==> src/hw/rtl/gwm_pkg.sv <==
// Shared types, codes and helpers of the glob wildcard matcher.
package gwm_pkg;

    localparam int unsigned MAX_PATTERN_DEF = 32;
    localparam int unsigned SYM_W           = 8;
    localparam int unsigned CMD_W           = 2;
    localparam int unsigned RES_W           = 2;
    localparam int unsigned RES_TDATA_W     = 8;

    typedef enum logic [CMD_W-1:0] {
        CMD_CLEAR  = 2'd0,
        CMD_APPEND = 2'd1,
        CMD_TEXT   = 2'd2,
        CMD_END    = 2'd3
    } cmd_t;

    localparam logic [SYM_W-1:0] WILD_ONE = 8'h3F;  // '?'
    localparam logic [SYM_W-1:0] WILD_RUN = 8'h2A;  // '*'
    localparam logic [SYM_W-1:0] UPPER_A  = 8'h41;
    localparam logic [SYM_W-1:0] UPPER_Z  = 8'h5A;
    localparam logic [SYM_W-1:0] CASE_GAP = 8'h20;

    // Broadcast from the control logic to every position cell.
    typedef struct packed {
        logic             rearm;
        logic             step;
        logic [SYM_W-1:0] sym;
    } cell_ctrl_t;

    function automatic logic [SYM_W-1:0] fold_case(input logic [SYM_W-1:0] c);
        logic [SYM_W-1:0] r;
        r = c;
        if (c >= UPPER_A && c <= UPPER_Z) begin
            r = c + CASE_GAP;
        end
        return r;
    endfunction

endpackage

==> src/hw/rtl/gwm_cell.sv <==
// One pattern position: stored pattern byte plus its active bit.
module gwm_cell #(
    parameter bit HEAD = 1'b0
) (
    input  logic                aclk,
    input  logic                aresetn,
    input  gwm_pkg::cell_ctrl_t ctrl,
    input  logic                wr_en,
    input  logic                occupied,
    input  logic                cur_in,   // empty-run closure from left neighbor
    input  logic                adv_in,   // one-byte advance from left neighbor
    output logic                cur_out,
    output logic                star_out,
    output logic                adv_out
);

    logic [gwm_pkg::SYM_W-1:0] pat_reg;
    logic                      act_reg;
    logic                      act_next;
    logic                      is_star;
    logic                      hit;

    assign cur_out  = act_reg | cur_in;
    assign is_star  = (pat_reg == gwm_pkg::WILD_RUN);
    assign hit      = (pat_reg == gwm_pkg::WILD_ONE) || (pat_reg == ctrl.sym);
    assign star_out = cur_out & occupied & is_star;
    assign adv_out  = cur_out & occupied & ~is_star & hit;

    always_comb begin
        act_next = act_reg;
        if (ctrl.rearm) begin
            act_next = HEAD;
        end else if (ctrl.step) begin
            act_next = star_out | adv_in;
        end
    end

    always_ff @(posedge aclk) begin
        if (!aresetn) begin
            act_reg <= HEAD;
        end else begin
            act_reg <= act_next;
        end
    end

    always_ff @(posedge aclk) begin
        if (wr_en) begin
            pat_reg <= ctrl.sym;
        end
    end

endmodule

==> src/hw/rtl/gwm_out_buf.sv <==
// Two-entry result buffer between the matcher and the output stream.
module gwm_out_buf #(
    parameter int unsigned W = gwm_pkg::RES_TDATA_W
) (
    input  logic         aclk,
    input  logic         aresetn,
    input  logic         push,
    input  logic [W-1:0] push_data,
    output logic         in_ready,
    output logic         m_tvalid,
    input  logic         m_tready,
    output logic [W-1:0] m_tdata
);

    logic [W-1:0] head_reg, head_next;
    logic [W-1:0] tail_reg, tail_next;
    logic [1:0]   cnt_reg, cnt_next;
    logic         pop;

    assign m_tvalid = (cnt_reg != 2'd0);
    assign m_tdata  = head_reg;
    assign in_ready = (cnt_reg != 2'd2);
    assign pop      = m_tvalid & m_tready;

    always_comb begin
        head_next = head_reg;
        tail_next = tail_reg;
        cnt_next  = cnt_reg;
        if (push && !pop) begin
            if (cnt_reg == 2'd0) begin
                head_next = push_data;
            end else begin
                tail_next = push_data;
            end
            cnt_next = cnt_reg + 2'd1;
        end else if (push && pop) begin
            if (cnt_reg == 2'd1) begin
                head_next = push_data;
            end else begin
                head_next = tail_reg;
                tail_next = push_data;
            end
        end else if (pop) begin
            head_next = tail_reg;
            cnt_next  = cnt_reg - 2'd1;
        end
    end

    always_ff @(posedge aclk) begin
        if (!aresetn) begin
            cnt_reg <= 2'd0;
        end else begin
            cnt_reg <= cnt_next;
        end
    end

    always_ff @(posedge aclk) begin
        head_reg <= head_next;
        tail_reg <= tail_next;
    end

    a_no_push_full: assert property (@(posedge aclk) disable iff (!aresetn)
        !(push && cnt_reg == 2'd2))
        else $error("result pushed into full buffer");

    a_push_shows: assert property (@(posedge aclk) disable iff (!aresetn)
        (push && cnt_reg == 2'd0) |=> (m_tvalid && m_tdata == $past(push_data)))
        else $error("result pushed into empty buffer not presented");

endmodule

==> src/hw/rtl/glob_wildcard_matcher_unit.sv <==
// Top level of the case-insensitive glob matcher ('?' and '*').
//
//  channel | dir | ports                  | per transfer
//  --------+-----+------------------------+--------------------------------------
//  input   | in  | s_tvalid/s_tready      | command in tuser, symbol in tdata
//  result  | out | m_tvalid/m_tready      | matched, pattern_overflow in tdata
//
// One input transfer per cycle while s_tready is high, any command mix.
// Every transfer but an append to a full pattern updates the cell row at the
// edge it is taken; the longest path is the empty-run chain rippling through
// all MAX_PATTERN cells, carry-chain style. End of text pushes its result
// into the buffer feeding m_. A two-entry result buffer lets input flow while
// a result waits; s_tready drops only when both entries hold results not yet taken.
// Reset (aresetn low, synchronous): empty pattern, no overflow, only
// position zero active, result buffer empty. No clearing pass is needed.
module glob_wildcard_matcher_unit #(
    parameter int unsigned MAX_PATTERN = gwm_pkg::MAX_PATTERN_DEF
) (
    input  logic                              aclk,
    input  logic                              aresetn,
    input  logic                              s_tvalid,
    output logic                              s_tready,
    input  logic [gwm_pkg::SYM_W-1:0]         s_tdata,   // [7:0] symbol
    input  logic [gwm_pkg::CMD_W-1:0]         s_tuser,   // [1:0] command
    output logic                              m_tvalid,
    input  logic                              m_tready,
    output logic [gwm_pkg::RES_TDATA_W-1:0]   m_tdata    // [0] matched,
                                                         // [1] pattern_overflow,
                                                         // [7:2] zero
);

    localparam int unsigned LEN_W = $clog2(MAX_PATTERN + 1);

    gwm_pkg::cmd_t       cmd;
    gwm_pkg::cell_ctrl_t ctrl;
    logic                take;
    logic                append_go;
    logic                end_go;
    logic                room;

    logic [LEN_W-1:0]    len_reg, len_next;
    logic                ovf_reg, ovf_next;
    logic                act_last_reg, act_last_next;

    // Per-position wiring of the cell row; index MAX_PATTERN is the final spot.
    logic [MAX_PATTERN:0]   cur_vec;
    logic [MAX_PATTERN-1:0] star_vec;
    logic [MAX_PATTERN-1:0] adv_vec;
    logic [MAX_PATTERN-1:0] wr_vec;
    logic [MAX_PATTERN-1:0] occ_vec;

    logic                                res_push;
    logic [gwm_pkg::RES_TDATA_W-1:0]     res_data;

    assign take = s_tvalid & s_tready;
    assign cmd  = gwm_pkg::cmd_t'(s_tuser);
    assign room = (len_reg < LEN_W'(MAX_PATTERN));

    // Command decode.
    always_comb begin
        ctrl.rearm = 1'b0;
        ctrl.step  = 1'b0;
        ctrl.sym   = gwm_pkg::fold_case(s_tdata);
        append_go  = 1'b0;
        end_go     = 1'b0;
        if (take) begin
            unique case (cmd)
                gwm_pkg::CMD_CLEAR:  ctrl.rearm = 1'b1;
                gwm_pkg::CMD_APPEND: append_go  = 1'b1;
                gwm_pkg::CMD_TEXT:   ctrl.step  = 1'b1;
                gwm_pkg::CMD_END: begin
                    ctrl.rearm = 1'b1;
                    end_go     = 1'b1;
                end
                default: ;
            endcase
        end
    end

    // Pattern length and overflow flag.
    always_comb begin
        len_next = len_reg;
        ovf_next = ovf_reg;
        if (take && cmd == gwm_pkg::CMD_CLEAR) begin
            len_next = '0;
            ovf_next = 1'b0;
        end else if (append_go) begin
            if (room) begin
                len_next = len_reg + LEN_W'(1);
            end else begin
                ovf_next = 1'b1;
            end
        end
    end

    // Cell row: each cell passes closure and advance to its right neighbor.
    genvar gi;
    generate
        for (gi = 0; gi < MAX_PATTERN; gi++) begin : g_cell
            logic cin;
            logic ain;
            if (gi == 0) begin : g_head
                assign cin = 1'b0;
                assign ain = 1'b0;
            end else begin : g_body
                assign cin = star_vec[gi-1];
                assign ain = adv_vec[gi-1];
            end

            assign wr_vec[gi]  = append_go & room & (len_reg == LEN_W'(gi));
            assign occ_vec[gi] = (LEN_W'(gi) < len_reg);

            gwm_cell #(
                .HEAD (gi == 0)
            ) u_cell (
                .aclk     (aclk),
                .aresetn  (aresetn),
                .ctrl     (ctrl),
                .wr_en    (wr_vec[gi]),
                .occupied (occ_vec[gi]),
                .cur_in   (cin),
                .adv_in   (ain),
                .cur_out  (cur_vec[gi]),
                .star_out (star_vec[gi]),
                .adv_out  (adv_vec[gi])
            );
        end
    endgenerate

    // Final position past the last pattern byte.
    assign cur_vec[MAX_PATTERN] = act_last_reg | star_vec[MAX_PATTERN-1];

    always_comb begin
        act_last_next = act_last_reg;
        if (ctrl.rearm) begin
            act_last_next = 1'b0;
        end else if (ctrl.step) begin
            act_last_next = adv_vec[MAX_PATTERN-1];
        end
    end

    always_ff @(posedge aclk) begin
        if (!aresetn) begin
            len_reg      <= '0;
            ovf_reg      <= 1'b0;
            act_last_reg <= 1'b0;
        end else begin
            len_reg      <= len_next;
            ovf_reg      <= ovf_next;
            act_last_reg <= act_last_next;
        end
    end

    // Result: whole-text match is the active bit at the current pattern end.
    assign res_push = end_go;
    assign res_data = {{(gwm_pkg::RES_TDATA_W - gwm_pkg::RES_W){1'b0}},
                       ovf_reg, cur_vec[len_reg]};

    gwm_out_buf #(
        .W (gwm_pkg::RES_TDATA_W)
    ) u_out_buf (
        .aclk      (aclk),
        .aresetn   (aresetn),
        .push      (res_push),
        .push_data (res_data),
        .in_ready  (s_tready),
        .m_tvalid  (m_tvalid),
        .m_tready  (m_tready),
        .m_tdata   (m_tdata)
    );

    a_len_bound: assert property (@(posedge aclk) disable iff (!aresetn)
        len_reg <= LEN_W'(MAX_PATTERN))
        else $error("pattern length beyond capacity");

    a_clear_empties: assert property (@(posedge aclk) disable iff (!aresetn)
        (take && cmd == gwm_pkg::CMD_CLEAR) |=> (len_reg == '0 && !ovf_reg))
        else $error("clear did not empty the pattern");

    a_full_flags: assert property (@(posedge aclk) disable iff (!aresetn)
        (append_go && !room) |=> (ovf_reg && $stable(len_reg)))
        else $error("append into full store not flagged");

endmodule
==> config.mk <==
export PLATFORM = sky130hd
export DESIGN_NAME = glob_wildcard_matcher_unit
export DESIGN_NICKNAME = d
export VERILOG_FILES = /design/src/hw/rtl/gwm_pkg.sv /design/src/hw/rtl/gwm_cell.sv /design/src/hw/rtl/gwm_out_buf.sv /design/src/hw/rtl/glob_wildcard_matcher_unit.sv
export SDC_FILE = /design/constraint.sdc
export NUM_CORES = 1
export LEC_CHECK = 0
export ABC_AREA = 1
export ABC_CLOCK_PERIOD_IN_PS = 6900
export BUFFER_PORTS_ARGS = -buffer_cell sky130_fd_sc_hd__buf_2
export CORE_UTILIZATION = 35
export DETAILED_ROUTE_END_ITERATION = 12
export HOLD_SLACK_MARGIN = 0.03
export SLEW_MARGIN = 10
export SYNTH_ARGS = -nofsm -noshare
export SYNTH_HDL_FRONTEND = slang
export SYNTH_SLANG_ARGS = --single-unit
==> constraint.sdc <==
create_clock -name aclk -period 6.9 [get_ports aclk]
set_input_delay 0.345 -clock aclk [delete_from_list [all_inputs] [get_ports aclk]]
set_output_delay 0.345 -clock aclk [all_outputs]
set_load 0.03 [all_outputs]
* After elaboration in Yosys (flattened, before gate mapping)
Cells that the tools add are included.
Storage, ports and cells: logic and storage cells 580, register bits after elaboration 314, bits of input ports 14, output and inout bits 10
Cells by class: equality and inequality tests 136, reduce and logical (&&, ||, !) cells 52, multiplexer cells 22, magnitude comparators 36, $add $sub $neg 4, bitwise operators 260
Operators with widths (number):
- $eq 8x6->1 const B | 64
- $eq 8x8->1 | 32
- $and 1x1->1 | 163
- $eq 6x5->1 const B | 16
- $lt 5x6->1 const A | 16
- $mux 8 | 10
- $or 1x1->1 | 63
- $eq 6x4->1 const B | 8
- $lt 4x6->1 const A | 8
- $not 1->1 | 34
- $logic_or 1x1->1 | 32
- $eq 6x3->1 const B | 4
- $lt 3x6->1 const A | 4
- $eq 6x2->1 const B | 2
- $lt 1x6->1 const A | 2
- $lt 2x6->1 const A | 2
- $add 8x6->8 const B | 1
- $ge 8x7->1 const B | 1
- $le 8x7->1 const B | 1
- $mux 2 | 4
- $reduce_and 2->1 | 4
- $lt 6x7->1 const B | 1
- $mux 1 | 7
- $add 6x1->6 const B | 1
- 17 further kinds | 30

* Longest topological paths before layout
word-level depth 102, gate-level depth with buffers 76, mapped depth without buffers 73

* Hierarchy
From an unflattened synthesis, not the netlist that was laid out.
Second synthesis, totals: cell total of the unflattened synthesis 2422, area, all modules 18988.2 sq um
Modules (own cells, without submodules):
- gwm_cell (g_cell[10].u_cell ...) | area each 518.0 sq um, instances 31, seq. area each 260.2 sq um, cells each 64
- glob_wildcard_matcher_unit | area each 1565.3 sq um, instances 1, seq. area each 160.2 sq um, cells each 296
- gwm_out_buf | area each 835.8 sq um, instances 1, seq. area each 520.5 sq um, cells each 77
- gwm_cell (g_cell[0].u_cell) | area each 529.3 sq um, instances 1, seq. area each 260.2 sq um, cells each 65

* Worst setup path before layout
No wires, ideal clock.
path type register to register, start register len_reg[0], end register u_out_buf.head_reg[0], in the netlist u_out_buf.m_tdata[0] (data pin), required time 6.770 ns, period minus slack after synthesis 6.993 ns, stages on the path, launching flop included 75, arrival time 6.862 ns, setup slack -0.093 ns, library setup time 0.130 ns, buffers on the path 3, cells stage by stage dfxtp_1 -> clkbuf_1 -> inv_1 -> clkbuf_1 -> buf_1 -> ha_1 -> nand3_2 -> nand2_2 -> o21ai_4 -> nand3_2 -> nand2_2 -> nand3_2 -> nand2_2 -> nand3_2 -> nand2_2 -> nand3_2 -> nand2_2 -> nand3_2 -> [... 39 more ...] -> nand3_2 -> nand2_2 -> nand3_2 -> nand2_2 -> nand3_2 -> nand2_2 -> nand3_2 -> nand2_2 -> nand3_2 -> nand2_2 -> nand3_2 -> a21oi_2 -> nand2_2 -> nand2_2 -> nand3_2 -> nand2_2 -> nand2_1 -> nand2_1
On the way: cells in the longest elaborated chain, start to end 102, elaborated cells on any way between the ends 134, those cells by class order compare: 32; mux: 6; bitwise: 96
RTL lines:
- start: declaration | RTL line glob_wildcard_matcher_unit.sv:41 | logic [LEN_W-1:0] len_reg, len_next;
- start signal: assignment | RTL line glob_wildcard_matcher_unit.sv:148 | len_reg <= len_next;
- $lt 1x6->1 | RTL line glob_wildcard_matcher_unit.sv:111 | assign occ_vec[gi] = (LEN_W'(gi) < len_reg);
- $and 1x1->1 (2 in a row) | RTL line gwm_cell.sv:26 | assign star_out = cur_out & occupied & is_star;
- $or 1x1->1 | RTL line gwm_cell.sv:23 | assign cur_out = act_reg | cur_in;
- $and 1x1->1 (2 in a row) | RTL line gwm_cell.sv:26
- $or 1x1->1 | RTL line gwm_cell.sv:23
- $and 1x1->1 (2 in a row) | RTL line gwm_cell.sv:26
- $or 1x1->1 | RTL line gwm_cell.sv:23
- $and 1x1->1 (2 in a row) | RTL line gwm_cell.sv:26
- [... 84 more ...]
- $or 1x1->1 | RTL line glob_wildcard_matcher_unit.sv:131 | assign cur_vec[MAX_PATTERN] = act_last_reg | star_vec[MAX_PATTERN-1];
- $bmux 1 s6 * | RTL line glob_wildcard_matcher_unit.sv:157 | ovf_reg, cur_vec[len_reg]};
- $mux 1 (not written as such) * | RTL line glob_wildcard_matcher_unit.sv:157
- via res_data (one bit) | RTL line glob_wildcard_matcher_unit.sv:53 | logic [gwm_pkg::RES_TDATA_W-1:0] res_data;
- $mux 8 | RTL line gwm_out_buf.sv:37 | if (cnt_reg == 2'd1) begin
- $mux 8 | RTL line gwm_out_buf.sv:36 | end else if (push && pop) begin
- $mux 8 * | RTL line gwm_out_buf.sv:29 | if (push && !pop) begin
- via u_out_buf.head_next[0] | RTL line gwm_out_buf.sv:15 | logic [W-1:0] head_reg, head_next;
- end signal: assignment | RTL line gwm_out_buf.sv:58 | head_reg <= head_next;
- end: declaration | RTL line gwm_out_buf.sv:15
Mark *: on every way through the listed nets, which the timed path passes. The rest lies on a longest branch. The select of a mux whose other input is x is not followed. A chain may end at the register's enable or synchronous reset.

* Worst setup path in the final report
start register g_cell[0].u_cell.pat_reg[4] (netlist bit), end register u_out_buf.head_reg[0], in the netlist u_out_buf.m_tdata[0] (data pin)
On the way: cells in the longest elaborated chain, start to end 101, elaborated cells on any way between the ends 102, those cells by class eq/ne: 1; mux: 6; bitwise: 95
RTL lines:
- start: declaration | RTL line gwm_cell.sv:17 | logic [gwm_pkg::SYM_W-1:0] pat_reg;
- start signal: assignment | RTL line gwm_cell.sv:48 | pat_reg <= ctrl.sym;
- $eq 8x6->1 * | RTL line gwm_cell.sv:24 | assign is_star = (pat_reg == gwm_pkg::WILD_RUN);
- $and 1x1->1 * | RTL line gwm_cell.sv:26
- $or 1x1->1 * | RTL line gwm_cell.sv:23
- $and 1x1->1 (2 in a row) | RTL line gwm_cell.sv:26
- $or 1x1->1 | RTL line gwm_cell.sv:23
- $and 1x1->1 (2 in a row) | RTL line gwm_cell.sv:26
- $or 1x1->1 | RTL line gwm_cell.sv:23
- $and 1x1->1 (2 in a row) | RTL line gwm_cell.sv:26
- [... 84 more ...]
- $or 1x1->1 | RTL line glob_wildcard_matcher_unit.sv:131
- $bmux 1 s6 * | RTL line glob_wildcard_matcher_unit.sv:157
- $mux 1 (not written as such) * | RTL line glob_wildcard_matcher_unit.sv:157
- via res_data (one bit) | RTL line glob_wildcard_matcher_unit.sv:53
- $mux 8 | RTL line gwm_out_buf.sv:37
- $mux 8 | RTL line gwm_out_buf.sv:36
- $mux 8 * | RTL line gwm_out_buf.sv:29
- via u_out_buf.head_next[0] | RTL line gwm_out_buf.sv:15
Marks and branches as above.

==> flow_summary.ini <==
[status]
status = complete, but fails checks
violations = negative setup slack

[clock_network]
root_buffer = clkbuf_16
cts_buffers = 34
cts_tree = built
clk_pin_slew_ns = 0.06
clk_latency_ns = 0.52
cts_hold_buf = 0
cts.sinks = 302
cts-htree-levels = 2
cts_max_path_buffers = 3

[synth]
synth.top_cell.area_share_pct = 49.87
ys_async_sr_fraction_pct = 0
ys_types = 55
synth-edff-count = 260
yosys-top-cells-area = edfxtp_1 50%, dfxtp_1 5.4%, nand2_1 5.2%
yosys.area.top_type = edfxtp_1
yosysSeqAreaShare_pct = 55.24
synth.cell_area_um2 = 15660
synth_ff_type = edfxtp_1
syn_area_per_cell_um2 = 9.922
synth_seq_cells = 302
yosys_warnings = 0
syn_inst = 1578

[critical_path]
crit_arrival_ns = 7.39
path_max_fanout = 3
end_kind = flop
critical-path-slowest-cell = edfxtp_1
required_ns = 7.29
start_kind = flop
max_stage_delay_ns = 0.40
crit_path_frequent_cell = nand2_2
crit_type = flop to flop

[detailed_routing]
via_per_inst = 5.430
remaining_drc_errors = 0
firstDrtPassIters = 6
drt_iter0_drc = 1004
detail_route.wirelength_mm = 43.47
ant_nets = 0
routedWlPerCell_um = 18.98
vias = 12440

[grt]
grt_usage_pct = 19.30
grt_pass1_vias = 11920
overflow = 0
grt_pass1_wl_mm = 66.92
antenna_found_initial = 0
grt_max_degree = 63

[timing]
worst_pin_slew_ns = 1.184
layout_setup_ws_ns = -0.1001
max_freq_ghz = 0.1429
finalSetupViolCount = 3
hold_viol_final = 0
relSlewSlack_pct = 20.49
fin_skew_ns = 0.01159
slew_viol_final = 0
post-route-period-util_pct = 101.5
fin_crit_ns = 7.000
setup_tns_ns = -0.1953
rsz0062_at_grt = true

[power_and_ir_drop]
vdd_drop_max_mv = 0.1080
power.density_nw_per_um2 = 229.2
cellLeakagePower_nw = 6.342
fin_total_pwr_mw = 4.166

[cells_and_area]
drive_above_1_share_pct = 16.66
largest_reg_flops = 256
final_cells = 2291
n_antenna_cell = 0
fill_cells = 4223
final_nets = 1700
final_core_util_pct = 41.19
syn2layout_area_growth_pct = 16.10

[placed_design]
port_buffers = 17
post-place-ws_ns = -0.02937
dpl.hpwl_mm = 28.50
place_inst = 2201
gp_congestion = 0.9589

[floorplan]
start_util_pct = 35.48
die-area_um2 = 45580
ioPinCount = 24
core_um2 = 44120
die_x_um = 213.5
chipHeight_um = 213.5
rows = 77

[hold_path]
hold_class = input port to flop

[run]
timing.max_cap.violations = 0
==> cell families after synthesis <==
| family | share of synthesized area (%) |
|---|---|
| compound gates | 12.49 |
| xor+xnor | 4.811 |
| fa+ha+maj | 1.039 |
| buf+inv | 6.793 |
| flops | 55.24 |
| other cells | 0.02395 |
| simple gates | 19.60 |
==> layer usage <==
layer | part of all wire, % | wire length (um) | up-vias | track usage [%]
li1 | - | - | 5848 | -
met1 | 44 | 18940 | 6054 | 25.80
met2 | 46 | 20140 | 436 | 31.42
met3 | 6.6 | 2865 | 101 | 2.929
met4 | 3.5 | 1524 | 0 | 7.586
met5 | 0 | 0 | - | 0
==> synthesized netlist by cell type (8+ instances only) <==
cell / instances
nand4_1: 45
a211oi_1: 11
or2_2: 15
o21ai_0: 137
ha_1: 13
a21oi_1: 26
nand2_1: 216
clkbuf_1: 49
nand2_2: 34
dfxtp_1: 42
nand3_1: 47
nor4_1: 64
nor3_1: 28
edfxtp_1: 260
inv_1: 184
xor2_1: 60
xnor2_1: 26
a31oi_1: 32
nor2_1: 102
o2111ai_1: 24
nand3_2: 32
a221oi_1: 8
o22ai_1: 27
o211ai_1: 20
==> cell type report <==
cell class	instances	area, um^2	share of cell area [%]
clock buffers	51	1018	5.603
clock inverters	11	110.1	0.6058
inverters	192	728.2	4.006
multi-input cells	1020	6045	33.26
flip-flops and latches	302	8650	47.59
well taps	592	740.7	4.075
repair buffers	123	884.6	4.867
==> worst max-delay path, delay by kind of cell (launching register included) <==
kind	cells	cell delay (ns)
and+or+nand+nor	68	5.96
AOI/OAI and AO/OA	2	0.37
buffers and inverters	1	0.08
DFF	1	0.40
==> power breakdown <==
group | leakage (nW) | switching [mW] | internal, mW
clock | 0.554 | 0.706 | 1.10
combinational | 3.11 | 0.247 | 0.101
sequential | 2.68 | 0.00939 | 2.00
total | 6.34 | 0.962 | 3.20
==> per-stage QoR <==
stage	area, um^2	hold slack, ns
2_1_floorplan	15680	0.4082
3_3_place_gp	16770	0.4156
3_5_place_dp	16770	0.4254
4_1_cts	17930	0.08236
5_1_grt	18180	0.1115
6_report	18180	0.1041
==> cells in the final DEF, fill, tap and decap left out, types with 8 or more instances in the layout <==
cell type | synthesis | layout
or2_2 | 15 | 15
o21ai_0 | 137 | 137
nor2_1 | 102 | 100
a221oi_1 | 8 | 8
nand2_2 | 34 | 38
a21oi_1 | 26 | 24
a31oi_1 | 32 | 32
o2111ai_1 | 24 | 24
edfxtp_1 | 260 | 260
inv_1 | 184 | 181
nand2_1 | 216 | 211
nor3_1 | 28 | 27
xnor2_1 | 26 | 26
o22ai_1 | 27 | 27
dfxtp_1 | 42 | 41
o211ai_1 | 20 | 20
nand4_1 | 45 | 45
clkbuf_16 | 0 | 37
nand3_1 | 47 | 47
buf_4 | 7 | 105
ha_1 | 13 | 12
nand3_2 | 32 | 29
buf_2 | 0 | 17
a211oi_1 | 11 | 11
nor4_1 | 64 | 64
xor2_1 | 60 | 60
clkbuf_1 | 49 | 10
==> what timing repair did <==
item	CTS	global route
gates resized for setup	4	12
hold endpoints to repair	0	0
pin swaps	4	5
endpoints found under the setup margin	1	6
buffers inserted	3	26
==> path summary, 6_finish.rpt <==
path / end / cells past startpoint / slack, ns / start
setup / recovery: u_out_buf.m_tdata[0] / 71 / -0.10 / g_cell[0].u_cell.pat_reg[4]
hold / removal: u_out_buf.cnt_reg[1] / 3 / 0.10 / aresetn
setup reg to reg: u_out_buf.m_tdata[0] / 71 / -0.10 / g_cell[0].u_cell.pat_reg[4]
hold reg to reg: u_out_buf.tail_reg[1] / 0 / 0.45 / ovf_reg
Power figures use the tool's default switching activity.
